[config.mk]
export PLATFORM = sky130hd
export DESIGN_NAME = ultrasonic_range_display_flat
export DESIGN_NICKNAME = d
export VERILOG_FILES = /design/src/rtl/urd_pkg.sv /design/src/rtl/urd_if.sv /design/src/rtl/ultrasonic_range_display.sv /design/src/flat_wrapper.sv
export SDC_FILE = /design/constraint.sdc
export NUM_CORES = 1
export LEC_CHECK = 0
export ABC_AREA = 1
export ABC_CLOCK_PERIOD_IN_PS = 7180
export BUFFER_PORTS_ARGS = -buffer_cell sky130_fd_sc_hd__buf_2
export CAP_MARGIN = 20
export CORE_UTILIZATION = 50
export DETAILED_ROUTE_END_ITERATION = 16
export PLACE_DENSITY = 0.65
export SYNTH_ARGS = -nofsm -noshare
export SYNTH_HDL_FRONTEND = slang
export SYNTH_SLANG_ARGS = --single-unit
[constraint.sdc]
create_clock -name i_clk -period 7.18 [get_ports i_clk]
set_clock_uncertainty 0.2 [all_clocks]
set_input_delay 0.359 -clock i_clk [delete_from_list [all_inputs] [get_ports i_clk]]
set_output_delay 0.359 -clock i_clk [all_outputs]
set_load 0.05 [all_outputs]
[src/rtl/urd_pkg.sv]
// shared constants, types and the segment decode for the ultrasonic range display
package urd_pkg;

    localparam int COUNT_BITS    = 16;
    localparam int SCALE_BITS    = 16;
    localparam int PROD_BITS     = COUNT_BITS + SCALE_BITS;
    localparam int RANGE_BITS    = 9;
    localparam int TIMER_BITS    = 8;
    localparam int ROUND_BITS    = 10;
    localparam int SEL_BITS      = 3;
    localparam int SEG_BITS      = 7;
    localparam int DIGIT_BITS    = 4;
    localparam int IDX_BITS      = 2;
    localparam int CFG_IDX_BITS  = 2;
    localparam int CFG_DATA_BITS = 16;

    localparam logic [RANGE_BITS-1:0] RANGE_MAX    = '1;
    localparam logic [SEG_BITS-1:0]   SEG_BLANK    = 7'h7F;
    localparam logic [TIMER_BITS-1:0] TRIG_RESET   = 8'd10;
    localparam logic [TIMER_BITS-1:0] DWELL_RESET  = 8'd100;
    localparam logic [ROUND_BITS-1:0] ROUNDS_RESET = 10'd1000;
    localparam logic [SCALE_BITS-1:0] SCALE_RESET  = 16'd499;

    typedef enum logic [CFG_IDX_BITS-1:0] {
        REG_TRIGGER_TICKS  = 2'd0,
        REG_DIGIT_DWELL    = 2'd1,
        REG_REFRESH_ROUNDS = 2'd2,
        REG_SCALE          = 2'd3
    } t_cfg_idx;

    typedef enum logic [4:0] {
        PH_TRIG_LOW  = 5'b00001,
        PH_TRIG_HIGH = 5'b00010,
        PH_WAIT_ECHO = 5'b00100,
        PH_COUNT     = 5'b01000,
        PH_DISPLAY   = 5'b10000
    } t_phase;

    typedef struct packed {
        logic                  trigger;
        logic [SEL_BITS-1:0]   digit_select;
        logic [SEG_BITS-1:0]   segments;
        logic [RANGE_BITS-1:0] distance;
        logic                  display_active;
    } t_result;

    // active-low a..g pattern for one decimal digit
    function automatic logic [SEG_BITS-1:0] seg_pattern(input logic [DIGIT_BITS-1:0] digit);
        logic [SEG_BITS-1:0] pat;
        case (digit)
            4'd0:    pat = 7'h40;
            4'd1:    pat = 7'h79;
            4'd2:    pat = 7'h24;
            4'd3:    pat = 7'h30;
            4'd4:    pat = 7'h19;
            4'd5:    pat = 7'h12;
            4'd6:    pat = 7'h02;
            4'd7:    pat = 7'h78;
            4'd8:    pat = 7'h00;
            4'd9:    pat = 7'h10;
            default: pat = SEG_BLANK;
        endcase
        return pat;
    endfunction

endpackage

[src/rtl/urd_if.sv]
// request channels of the ultrasonic range display: echo input, result output, register write
interface urd_in_if;
    logic valid;
    logic ready;
    logic echo_level;

    modport source (output valid, output echo_level, input ready);
    modport sink   (input valid, input echo_level, output ready);
endinterface

interface urd_out_if;
    import urd_pkg::*;
    logic                  valid;
    logic                  ready;
    logic                  trigger;
    logic [SEL_BITS-1:0]   digit_select;
    logic [SEG_BITS-1:0]   segments;
    logic [RANGE_BITS-1:0] distance;
    logic                  display_active;

    modport source (output valid, output trigger, output digit_select, output segments,
                    output distance, output display_active, input ready);
    modport sink   (input valid, input trigger, input digit_select, input segments,
                    input distance, input display_active, output ready);
endinterface

interface urd_cfg_if;
    import urd_pkg::*;
    logic                     valid;
    logic                     ready;
    t_cfg_idx                 index;
    logic [CFG_DATA_BITS-1:0] data;

    modport source (output valid, output index, output data, input ready);
    modport sink   (input valid, input index, input data, output ready);
endinterface

[src/rtl/ultrasonic_range_display.sv]
// an accepted result goes into the output register, or the skid entry if that one is full
// throughput: one echo request per cycle; a two-entry output stage (register plus skid)
// keeps the input ready while one result waits, so ready drops only when both are full
// the distance multiply and digit split are combinational, each between state registers
// reset: synchronous, active low; phase returns to trigger low, registers to defaults,
// display blank with no digit selected, output stage empty
module ultrasonic_range_display (
    input  logic         i_clk,
    input  logic         i_rst_n,
    urd_in_if.sink       i_echo,
    urd_out_if.source    o_result,
    urd_cfg_if.sink      i_cfg
);
    import urd_pkg::*;

    // configuration
    logic [TIMER_BITS-1:0] r_trigger_ticks;
    logic [TIMER_BITS-1:0] r_digit_dwell;
    logic [ROUND_BITS-1:0] r_refresh_rounds;
    logic [SCALE_BITS-1:0] r_scale;

    // measurement and display state
    t_phase                r_phase, n_phase;
    logic [TIMER_BITS-1:0] r_timer, n_timer;
    logic [COUNT_BITS-1:0] r_pulse_count, n_pulse_count;
    logic [RANGE_BITS-1:0] r_range, n_range;
    logic [IDX_BITS-1:0]   r_digit_idx, n_digit_idx;
    logic [ROUND_BITS-1:0] r_round, n_round;
    logic [SEG_BITS-1:0]   r_shown_pattern, n_shown_pattern;
    logic [SEL_BITS-1:0]   r_shown_select, n_shown_select;

    // output stage
    logic    r_out_valid;
    t_result r_out;
    logic    r_skid_valid;
    t_result r_skid;

    logic    w_in_fire;
    logic    w_out_fire;
    logic    w_cfg_fire;
    t_result w_result;

    assign i_echo.ready = !r_skid_valid;
    assign i_cfg.ready  = 1'b1;
    assign w_in_fire    = i_echo.valid && i_echo.ready;
    assign w_out_fire   = o_result.valid && o_result.ready;
    assign w_cfg_fire   = i_cfg.valid && i_cfg.ready;

    // timers, zero limits behave as one
    logic [TIMER_BITS-1:0] w_timer_inc;
    logic                  w_trig_done;
    logic                  w_dwell_done;
    logic [ROUND_BITS-1:0] w_round_inc;
    logic                  w_rounds_done;

    assign w_timer_inc   = r_timer + 1'b1;
    assign w_trig_done   = (w_timer_inc >= r_trigger_ticks) || (w_timer_inc == '0);
    assign w_dwell_done  = (w_timer_inc >= r_digit_dwell) || (w_timer_inc == '0);
    assign w_round_inc   = r_round + 1'b1;
    assign w_rounds_done = (w_round_inc >= r_refresh_rounds) || (w_round_inc == '0);

    // distance = (count * scale) >> 16, saturated to the display range
    logic [PROD_BITS-1:0]  w_product;
    logic [PROD_BITS-1:0]  w_dist_raw;
    logic [RANGE_BITS-1:0] w_dist_sat;

    assign w_product  = PROD_BITS'(r_pulse_count) * PROD_BITS'(r_scale);
    assign w_dist_raw = w_product >> SCALE_BITS;
    assign w_dist_sat = (w_dist_raw > PROD_BITS'(RANGE_MAX)) ? RANGE_MAX
                                                             : w_dist_raw[RANGE_BITS-1:0];

    // decimal split by reciprocal multiply, exact for values below 512
    logic [16:0]           w_mul10;
    logic [5:0]            w_quot10;
    logic [14:0]           w_mul100;
    logic [2:0]            w_hund;
    logic [DIGIT_BITS-1:0] w_units;
    logic [DIGIT_BITS-1:0] w_tens;
    logic [IDX_BITS-1:0]   w_idx;
    logic [DIGIT_BITS-1:0] w_digit;

    assign w_mul10  = 17'(r_range) * 17'd205;
    assign w_quot10 = w_mul10[16:11];
    assign w_mul100 = 15'(r_range) * 15'd41;
    assign w_hund   = w_mul100[14:12];
    assign w_units  = DIGIT_BITS'(r_range - (9'(w_quot10) * 9'd10));
    assign w_tens   = DIGIT_BITS'(w_quot10 - (6'(w_hund) * 6'd10));
    assign w_idx    = (r_digit_idx > 2'd2) ? 2'd0 : r_digit_idx;

    always_comb begin
        case (w_idx)
            2'd0:    w_digit = w_units;
            2'd1:    w_digit = w_tens;
            default: w_digit = DIGIT_BITS'(w_hund);
        endcase
    end

    // phase sequencer, one step per accepted tick
    always_comb begin
        n_phase         = r_phase;
        n_timer         = r_timer;
        n_pulse_count   = r_pulse_count;
        n_range         = r_range;
        n_digit_idx     = r_digit_idx;
        n_round         = r_round;
        n_shown_pattern = r_shown_pattern;
        n_shown_select  = r_shown_select;
        case (r_phase)
            PH_TRIG_LOW: begin
                n_timer = w_trig_done ? '0 : w_timer_inc;
                if (w_trig_done) begin
                    n_phase = PH_TRIG_HIGH;
                end
            end
            PH_TRIG_HIGH: begin
                n_timer = w_trig_done ? '0 : w_timer_inc;
                if (w_trig_done) begin
                    n_phase = PH_WAIT_ECHO;
                end
            end
            PH_WAIT_ECHO: begin
                if (i_echo.echo_level) begin
                    n_pulse_count = COUNT_BITS'(1);
                    n_phase       = PH_COUNT;
                end
            end
            PH_COUNT: begin
                if (i_echo.echo_level) begin
                    if (r_pulse_count != '1) begin
                        n_pulse_count = r_pulse_count + 1'b1;
                    end
                end else begin
                    n_range     = w_dist_sat;
                    n_phase     = PH_DISPLAY;
                    n_timer     = '0;
                    n_digit_idx = '0;
                    n_round     = '0;
                end
            end
            PH_DISPLAY: begin
                n_shown_select  = SEL_BITS'(1) << w_idx;
                n_shown_pattern = seg_pattern(w_digit);
                n_digit_idx     = w_idx;
                n_timer         = w_dwell_done ? '0 : w_timer_inc;
                if (w_dwell_done) begin
                    if (w_idx == 2'd2) begin
                        n_digit_idx = '0;
                        n_round     = w_rounds_done ? '0 : w_round_inc;
                        if (w_rounds_done) begin
                            n_phase = PH_TRIG_LOW;
                        end
                    end else begin
                        n_digit_idx = w_idx + 1'b1;
                    end
                end
            end
            default: begin
                n_phase = PH_TRIG_LOW;
                n_timer = '0;
            end
        endcase
    end

    // trigger and display_active reflect the phase at the start of the tick
    always_comb begin
        w_result.trigger        = (r_phase == PH_TRIG_HIGH);
        w_result.digit_select   = n_shown_select;
        w_result.segments       = n_shown_pattern;
        w_result.distance       = n_range;
        w_result.display_active = (r_phase == PH_DISPLAY);
    end

    always_ff @(posedge i_clk) begin
        if (!i_rst_n) begin
            r_trigger_ticks  <= TRIG_RESET;
            r_digit_dwell    <= DWELL_RESET;
            r_refresh_rounds <= ROUNDS_RESET;
            r_scale          <= SCALE_RESET;
        end else if (w_cfg_fire) begin
            case (i_cfg.index)
                REG_TRIGGER_TICKS:  r_trigger_ticks  <= i_cfg.data[TIMER_BITS-1:0];
                REG_DIGIT_DWELL:    r_digit_dwell    <= i_cfg.data[TIMER_BITS-1:0];
                REG_REFRESH_ROUNDS: r_refresh_rounds <= i_cfg.data[ROUND_BITS-1:0];
                REG_SCALE:          r_scale          <= i_cfg.data[SCALE_BITS-1:0];
                default:            r_scale          <= r_scale;
            endcase
        end
    end

    always_ff @(posedge i_clk) begin
        if (!i_rst_n) begin
            r_phase         <= PH_TRIG_LOW;
            r_timer         <= '0;
            r_pulse_count   <= '0;
            r_range         <= '0;
            r_digit_idx     <= '0;
            r_round         <= '0;
            r_shown_pattern <= SEG_BLANK;
            r_shown_select  <= '0;
        end else if (w_in_fire) begin
            r_phase         <= n_phase;
            r_timer         <= n_timer;
            r_pulse_count   <= n_pulse_count;
            r_range         <= n_range;
            r_digit_idx     <= n_digit_idx;
            r_round         <= n_round;
            r_shown_pattern <= n_shown_pattern;
            r_shown_select  <= n_shown_select;
        end
    end

    // output register with skid entry
    always_ff @(posedge i_clk) begin
        if (!i_rst_n) begin
            r_out_valid  <= 1'b0;
            r_skid_valid <= 1'b0;
        end else if (w_out_fire) begin
            if (r_skid_valid) begin
                r_skid_valid <= 1'b0;
            end else begin
                r_out_valid <= w_in_fire;
            end
        end else if (w_in_fire) begin
            if (r_out_valid) begin
                r_skid_valid <= 1'b1;
            end else begin
                r_out_valid <= 1'b1;
            end
        end
    end

    always_ff @(posedge i_clk) begin
        if (w_out_fire) begin
            r_out <= r_skid_valid ? r_skid : w_result;
        end else if (w_in_fire) begin
            if (r_out_valid) begin
                r_skid <= w_result;
            end else begin
                r_out <= w_result;
            end
        end
    end

    assign o_result.valid          = r_out_valid;
    assign o_result.trigger        = r_out.trigger;
    assign o_result.digit_select   = r_out.digit_select;
    assign o_result.segments       = r_out.segments;
    assign o_result.distance       = r_out.distance;
    assign o_result.display_active = r_out.display_active;

endmodule

[src/flat_wrapper.sv]
// flat-port wrapper written by rule: the top's interface ports become plain ports
module ultrasonic_range_display_flat import urd_pkg::*;
  (i_clk, i_rst_n, i_echo_valid, i_echo_echo_level, i_echo_ready, o_result_valid, o_result_trigger, o_result_digit_select, o_result_segments, o_result_distance, o_result_display_active, o_result_ready, i_cfg_valid, i_cfg_index, i_cfg_data, i_cfg_ready);
  urd_in_if i_echo_i ();
  urd_out_if o_result_i ();
  urd_cfg_if i_cfg_i ();
  input  logic i_clk;
  input  logic i_rst_n;
  input wire logic [$bits(i_echo_i.valid)-1:0] i_echo_valid;
  input wire logic [$bits(i_echo_i.echo_level)-1:0] i_echo_echo_level;
  output wire logic [$bits(i_echo_i.ready)-1:0] i_echo_ready;
  output wire logic [$bits(o_result_i.valid)-1:0] o_result_valid;
  output wire logic [$bits(o_result_i.trigger)-1:0] o_result_trigger;
  output wire logic [$bits(o_result_i.digit_select)-1:0] o_result_digit_select;
  output wire logic [$bits(o_result_i.segments)-1:0] o_result_segments;
  output wire logic [$bits(o_result_i.distance)-1:0] o_result_distance;
  output wire logic [$bits(o_result_i.display_active)-1:0] o_result_display_active;
  input wire logic [$bits(o_result_i.ready)-1:0] o_result_ready;
  input wire logic [$bits(i_cfg_i.valid)-1:0] i_cfg_valid;
  input wire logic [$bits(i_cfg_i.index)-1:0] i_cfg_index;
  input wire logic [$bits(i_cfg_i.data)-1:0] i_cfg_data;
  output wire logic [$bits(i_cfg_i.ready)-1:0] i_cfg_ready;
  assign i_echo_i.valid = i_echo_valid;
  assign i_echo_i.echo_level = i_echo_echo_level;
  assign i_echo_ready = i_echo_i.ready;
  assign o_result_valid = o_result_i.valid;
  assign o_result_trigger = o_result_i.trigger;
  assign o_result_digit_select = o_result_i.digit_select;
  assign o_result_segments = o_result_i.segments;
  assign o_result_distance = o_result_i.distance;
  assign o_result_display_active = o_result_i.display_active;
  assign o_result_i.ready = o_result_ready;
  assign i_cfg_i.valid = i_cfg_valid;
  assign i_cfg_i.index = i_cfg_index;
  assign i_cfg_i.data = i_cfg_data;
  assign i_cfg_ready = i_cfg_i.ready;
  ultrasonic_range_display u_core (.i_clk(i_clk), .i_rst_n(i_rst_n), .i_echo(i_echo_i), .o_result(o_result_i), .i_cfg(i_cfg_i));
endmodule
## After elaboration in Yosys (flattened, before gate mapping)

Memory sizes are Yosys's and may differ from the RTL's.
Cells that the tools add are included.

- $add $sub $neg: 6
- Multipliers: 5
- Order comparisons: 5
- Equal/unequal tests: 22
- Shift-type cells: 1
- Multiplexer cells: 39
- Bitwise operators: 3
- Reduce and logical (&&, ||, !) cells: 28

Operators by type and width:

| cell | count |
|---|---|
| two-way mux 21 bit | 4 |
| two-way mux 16 bit | 3 |
| two-way mux 10 bit | 4 |
| two-way mux 5 bit | 7 |
| multiplier 16 x 16 -> 32 bit | 1 |
| case mux 16 bit (2 select lines) | 1 |
| case mux 8 bit (4 select lines) | 1 |
| two-way mux 9 bit | 3 |
| case mux 5 bit (5 select lines) | 1 |
| two-way mux 8 bit | 3 |
| case mux 10 bit (2 select lines) | 1 |
| != test 2 bit, second input constant | 9 |
| multiplier 9 x 8 -> 17 bit, second input constant | 1 |
| adder 16 x 1 -> 16 bit, second input constant | 1 |
| greater-or-equal comparator 8 bit | 2 |
| greater-than comparator 16 x 9 -> 1 bit, second input constant | 1 |
| != test 16 bit, second input constant | 1 |
| multiplier 9 x 6 -> 15 bit, second input constant | 1 |
| AND reduction 2 bit | 7 |
| adder 10 x 1 -> 10 bit, second input constant | 1 |
| greater-or-equal comparator 10 bit | 1 |
| zero test 10 bit | 1 |
| AND reduction 5 bit | 2 |
| AND reduction 3 bit | 3 |
| other kinds (30) | 49 |

- Register bits after elaboration: 146
- ROM bits: 112
- Memories kept: 1

Memory list:

| name | depth | bits a word | rd ports | clocked after memory_dff | write ports | line | text |
|---|---|---|---|---|---|---|---|
| (name not given) | 16 | 7 | 1 | 0 | 0 | urd_pkg.sv:50 | `case (digit)` |

## Longest topological paths before layout

An unclocked memory read counts as a cell.

- Depth after elaboration: 9
- Depth in mapped cells: 38
- Gate-level depth less buffers: 38

## Least setup slack after synthesis

No wires, ideal clock.

- Path type: register to register
- Start point: register u_core.r_pulse_count[7]
- End point: register u_core.r_out, in the netlist u_core.o_result.distance[0] (data pin)
- Setup time: 0.267 ns
- Arrival time: 5.801 ns
- Data required time: 6.713 ns
- Setup slack: 0.912 ns
- Stages on the path, launching flop included: 27
- Path buffers: 2
- Clock period less this slack: 6.268 ns
- Path through: dfxtp_1 > clkbuf_1 > clkbuf_1 > nand2_1 > fa_1 > inv_1 > fa_1 > fa_1 > fa_1 > fa_1 > inv_1 > fa_1 > inv_1 > ha_1 > nand2_1 > nor2_1 > inv_1 > nor3_1 > nand3_1 > nand3_1 > nand2_1 > nand2_1 > nand3_1 > nor2_2 > nand3_1 > nand2_1 > a21oi_1

- Longest elaborated chain between the ends: 8
- Elaborated cells on any way between the ends: 9
- Those cells by class: mul: 1; order compare: 1; mux: 7

RTL lines:

| item | line | text |
|---|---|---|
| start: declaration | ultrasonic_range_display.sv:25 | `logic [COUNT_BITS-1:0] r_pulse_count, n_pulse_count;` |
| start signal: assignment | ultrasonic_range_display.sv:203 | `r_pulse_count <= n_pulse_count;` |
| multiplier 16 x 16 -> 32 bit (*) | ultrasonic_range_display.sv:67 | `assign w_product = PROD_BITS'(r_pulse_count) * PROD_BITS'(r_scale);` |
| greater-than comparator 16 x 9 -> 1 bit | ultrasonic_range_display.sv:69 | `assign w_dist_sat = (w_dist_raw > PROD_BITS'(RANGE_MAX)) ? RANGE_MAX` |
| two-way mux 9 bit (*) | ultrasonic_range_display.sv:69 |  |
| two-way mux 9 bit (*) | ultrasonic_range_display.sv:128 | `if (i_echo.echo_level) begin` |
| two-way mux 9 bit (*) | ultrasonic_range_display.sv:108 | `case (r_phase)` |
| two-way mux 21 bit | ultrasonic_range_display.sv:236 | `if (r_out_valid) begin` |
| two-way mux 21 bit | ultrasonic_range_display.sv:235 | `end else if (w_in_fire) begin` |
| two-way mux 21 bit (*) | ultrasonic_range_display.sv:233 | `if (w_out_fire) begin` |
| end signal: assignment | ultrasonic_range_display.sv:234 | `r_out <= r_skid_valid ? r_skid : w_result;` |
| end signal: assignment | ultrasonic_range_display.sv:239 | `r_out <= w_result;` |
| end: declaration | ultrasonic_range_display.sv:34 | `t_result r_out;` |

Every way passes the cells marked *; elsewhere a longest branch is shown, timed or not. The select of a mux whose other input is x is not followed.
A chain may end at the register's enable or synchronous reset.

## Worst setup path in the final report

- Start point: register u_core.r_scale[6]
- End point: register u_core.r_out, in the netlist u_core.o_result.distance[0] (data pin)

- Longest elaborated chain between the ends: 8
- Elaborated cells on any way between the ends: 9
- Those cells by class: mul: 1; order compare: 1; mux: 7

RTL lines:

| item | line | text |
|---|---|---|
| start: declaration | ultrasonic_range_display.sv:20 | `logic [SCALE_BITS-1:0] r_scale;` |
| start signal: assignment | ultrasonic_range_display.sv:184 | `REG_SCALE: r_scale <= i_cfg.data[SCALE_BITS-1:0];` |
| start signal: assignment | ultrasonic_range_display.sv:185 | `default: r_scale <= r_scale;` |
| multiplier 16 x 16 -> 32 bit (*) | ultrasonic_range_display.sv:67 |  |
| greater-than comparator 16 x 9 -> 1 bit | ultrasonic_range_display.sv:69 |  |
| two-way mux 9 bit (*) | ultrasonic_range_display.sv:69 |  |
| two-way mux 9 bit (*) | ultrasonic_range_display.sv:128 |  |
| two-way mux 9 bit (*) | ultrasonic_range_display.sv:108 |  |
| two-way mux 21 bit | ultrasonic_range_display.sv:236 |  |
| two-way mux 21 bit | ultrasonic_range_display.sv:235 |  |
| two-way mux 21 bit (*) | ultrasonic_range_display.sv:233 |  |

Marked as above.

==> results.sh <==
export IMPL_status="complete, no violations"
export IMPL_fillers=3440
export IMPL_syn_nets=2932
export IMPL_io_buffers=46
export IMPL_endpoint_kind="flop"
export IMPL_first_global_vias=15700
export IMPL_netlist_instances=2487
export IMPL_power_switching_mw=1.15
export IMPL_synth_area_leaders="fa_1, ha_1, nand2_1"
export IMPL_seq_area_frac_synth_pct=18.1
export IMPL_cellLeakagePower_nw=11.1
export IMPL_synth_compound_area_share_pct=8.19
export IMPL_vdd_ir_drop_max_uv=197
export IMPL_syn_area_um2=18400
export IMPL_power_frac_seq_pct=34.0
export IMPL_clk_latency_ns=0.45
export IMPL_finalMaxSlewViolations=0
export IMPL_synth_most_common_cell="nand2_1"
export IMPL_period_share_pct=93.9
export IMPL_syn_avg_cell_area_um2=7.41
export IMPL_die_w_um=194
export IMPL_dp_slack_ns=0.312
export IMPL_grt_pass1_wl_um=78600
export IMPL_clk_pin_slew_worst_paths_ns=0.07
export IMPL_synth_fa_ha_area_share_pct=37.2
export IMPL_drc=0
export IMPL_fin_setup_tns_ns=0
export IMPL_cts_tree="built"
export IMPL_yosys_area_share_xor_xnor_pct=1.14
export IMPL_critical_path_class="reg -> reg"
export IMPL_synth_top_family_by_area="adder cells"
export IMPL_diodes=0
export IMPL_arrival_ns=6.71
export IMPL_initial_core_util_pct=51.3
export IMPL_ys_flop_type="dfxtp_1"
export IMPL_combPwrFrac_pct=34.1
export IMPL_ys_types=52
export IMPL_layout_min_cycle_time_ns=6.74
export IMPL_avgRoutedWirePerCell_um=15.7
export IMPL_antenna_found_initial=0
export IMPL_post_route_util_pct=55.2
export IMPL_ant_nets=0
export IMPL_pwr_share_clk_pct=31.9
export IMPL_cts_root_buffer="clkbuf_16"
export IMPL_vias=15400
export IMPL_cap_violations=0
export IMPL_num_rows=69
export IMPL_die_h_um=194
export IMPL_areaGrowthSynthToFinish_pct=7.53
export IMPL_yosysTopAreaCellShare_pct=23.0
export IMPL_clockBufferDepth=2
export IMPL_yosys_area_share_simple_pct=20.9
export IMPL_gp_congestion=0.904
export IMPL_drtIter0Drc=958
export IMPL_final_cells=2981
export IMPL_synth_common_cells="nand2_1, inv_1, fa_1, ha_1, nor2_1"
export IMPL_hold_class="in -> reg"
export IMPL_cts_sinks=146
export IMPL_p_int_mw=1.72
export IMPL_routed_wl_um=46800
export IMPL_max_freq_ghz=0.148
export IMPL_hpwlAfterDp_um=38300
export IMPL_io_pins=48
export IMPL_setup_slack_ns=0.438
export IMPL_place_inst=2940
export IMPL_cp_start_kind="flop"
export IMPL_grt_start_max_net_pins=64
export IMPL_ys_ff_latch=146
export IMPL_layout_drive_gt1_share_pct=6.71
export IMPL_numCtsBuffers=17
export IMPL_drt_first_pass_iters=5
export IMPL_yosysWarnings=0
export IMPL_track_usage_pct=26.2
export IMPL_htree_levels=4
export IMPL_synth_edff_count=42
export IMPL_cts_setup_buffers=0
export IMPL_routed_via_density=5.15
export IMPL_synthMuxAreaShare_pct=0
export IMPL_setup_viol=0
export IMPL_fin_nets=2952
export IMPL_power_mw=2.87
export IMPL_rsz0062_at_grt="no"
export IMPL_worstMarginPinSlew_ns=1.13
export IMPL_ys_async_sr_fraction_pct=0
export IMPL_synth_top_cell_by_area="fa_1"
export IMPL_powerDensity_nw_per_um2=145
export IMPL_sw_frac_of_total_pct=39.9
export IMPL_multi_input_area_um2=12400
export IMPL_die_area_um2=37600
export IMPL_worstPathRequired_ns=7.15
export IMPL_relSlewSlack_pct=24.0
export IMPL_hold_viol_final=0
export IMPL_core_area_um2=35900
export IMPL_overflow=0
export IMPL_seq_area_um2=3360
export IMPL_cp_max_fo=10
[power by group through the flow]
stage	logic [mW]	registers [mW]	clock network (mW)
after global placement	0.944	0.990	0
after CTS	0.974	0.973	0.921
after detailed placement	0.966	0.990	0
final	0.980	0.975	0.914
after global routing	1.12	0.980	0.955
after floorplan	0.678	1.01	0
[layout make-up]
class | count | area share (%)
clock buffer | 17 | 2.15
clock inverter | 15 | 0.827
inverter | 596 | 11.3
multi-input combinational | 1654 | 62.8
sequential | 146 | 16.9
tap | 461 | 2.91
timing repair buffer | 92 | 3.11
[sequential cells by signal, summed over array words and instances, names as in the netlist, 2 cells and up]
name / count
u_core.o_result.digit_select: 3
u_core.r_scale: 16
u_core.r_trigger_ticks: 8
u_core.o_result.segments: 7
u_core.r_pulse_count: 16
u_core.r_digit_idx: 2
u_core.r_shown_select: 3
u_core.r_phase: 5
u_core.r_range: 9
u_core.r_refresh_rounds: 10
u_core.r_shown_pattern: 7
u_core.r_timer: 8
u_core.r_digit_dwell: 8
u_core.r_skid: 21
u_core.r_round: 10
u_core.o_result.distance: 9
[path summary, 6_finish.rpt]
| path | startpoint | end | slack, ns | cells after the start |
|---|---|---|---|---|
| worst max-delay path | u_core.r_scale[6] | u_core.o_result.distance[0] | 0.44 | 26 |
| worst min-delay path | o_result_ready | u_core.o_result.valid | 0.04 | 4 |
| worst max register to register | u_core.r_scale[6] | u_core.o_result.distance[0] | 0.44 | 26 |
| worst min register to register | u_core.r_shown_pattern[3] | u_core.r_shown_pattern[3] | 0.27 | 2 |
[per-stage QoR]
stage | hold WS, ns | area (um2)
2_1_floorplan | 0.233 | 18400
5_1_grt | 0.0347 | 19800
4_1_cts | 0.0168 | 19800
3_5_place_dp | 0.253 | 19100
3_3_place_gp | 0.244 | 19100
6_report | 0.0371 | 19800
[critical path: stages, from the launching register on]
cell and delay [ns]:
dfxtp_1 0.48, buf_4 0.28, nand2_1 0.08, inv_1 0.07
fa_1 0.55, inv_1 0.06, fa_1 0.53, inv_1 0.06
fa_1 0.52, fa_1 0.44, fa_1 0.55, inv_1 0.05
fa_1 0.53, inv_1 0.05, ha_1 0.36, nand2_1 0.13
inv_1 0.06, a21oi_1 0.20, o21ai_0 0.19, a21oi_1 0.21
nand2_1 0.08, nand2_1 0.06, nand3_1 0.11, nor2_4 0.27
nand3_1 0.14, nand2_1 0.13, a21oi_1 0.07
[cell usage in the layout (no fill, tap or decap), types with 3 or more instances in the layout]
cell type	Yosys	layout
dfxtp_1	104	92
o21a_1	6	6
nand2_1	601	601
dfxtp_2	0	12
edfxtp_1	42	42
xor2_1	15	15
ha_1	209	209
o21ai_2	4	5
nor3_1	23	23
buf_4	3	37
a31oi_1	3	3
a21oi_1	139	139
inv_1	592	592
nand3_1	87	87
inv_6	0	4
clkbuf_16	0	17
o21ai_0	84	83
a21o_1	4	4
or2_2	12	12
nor2_2	9	8
nand4_1	21	21
inv_8	0	6
nand3_2	4	4
buf_2	12	46
dlygate4sd3_1	0	8
nand3b_1	7	7
nor2_4	1	3
fa_1	212	212
xnor2_1	9	9
a211oi_1	3	3
clkinvlp_4	0	3
nor2_1	163	162
o21bai_1	4	4
o211ai_1	13	13
[what timing repair did]
item                                    CTS  global route
endpoints found under the setup margin    0            22
hold endpoints to repair                 10             0
hold buffers                              8             0
gates resized for setup                   0            14
[cells by family (layout without fill, tap and decap cells)]
logic type,count (synthesis),in the layout
buffers and inverters,687,720
AO/OA/AOI/OAI,273,273
XOR/XNOR,24,24
adder cells (fa/ha/maj),421,421
other,1,1
flip-flops,146,146
AND/OR/NAND/NOR,935,935
[routing by layer]
metal | GRT usage (%) | vias up | share of wire [%]
li1 | - | 7584 | -
met1 | 35.9 | 7304 | 45
met2 | 43.0 | 403 | 47
met3 | 4.56 | 65 | 6.0
met4 | 6.20 | 0 | 2.0
met5 | 0 | - | 0
No activity file was read; power rests on OpenSTA's default activity.
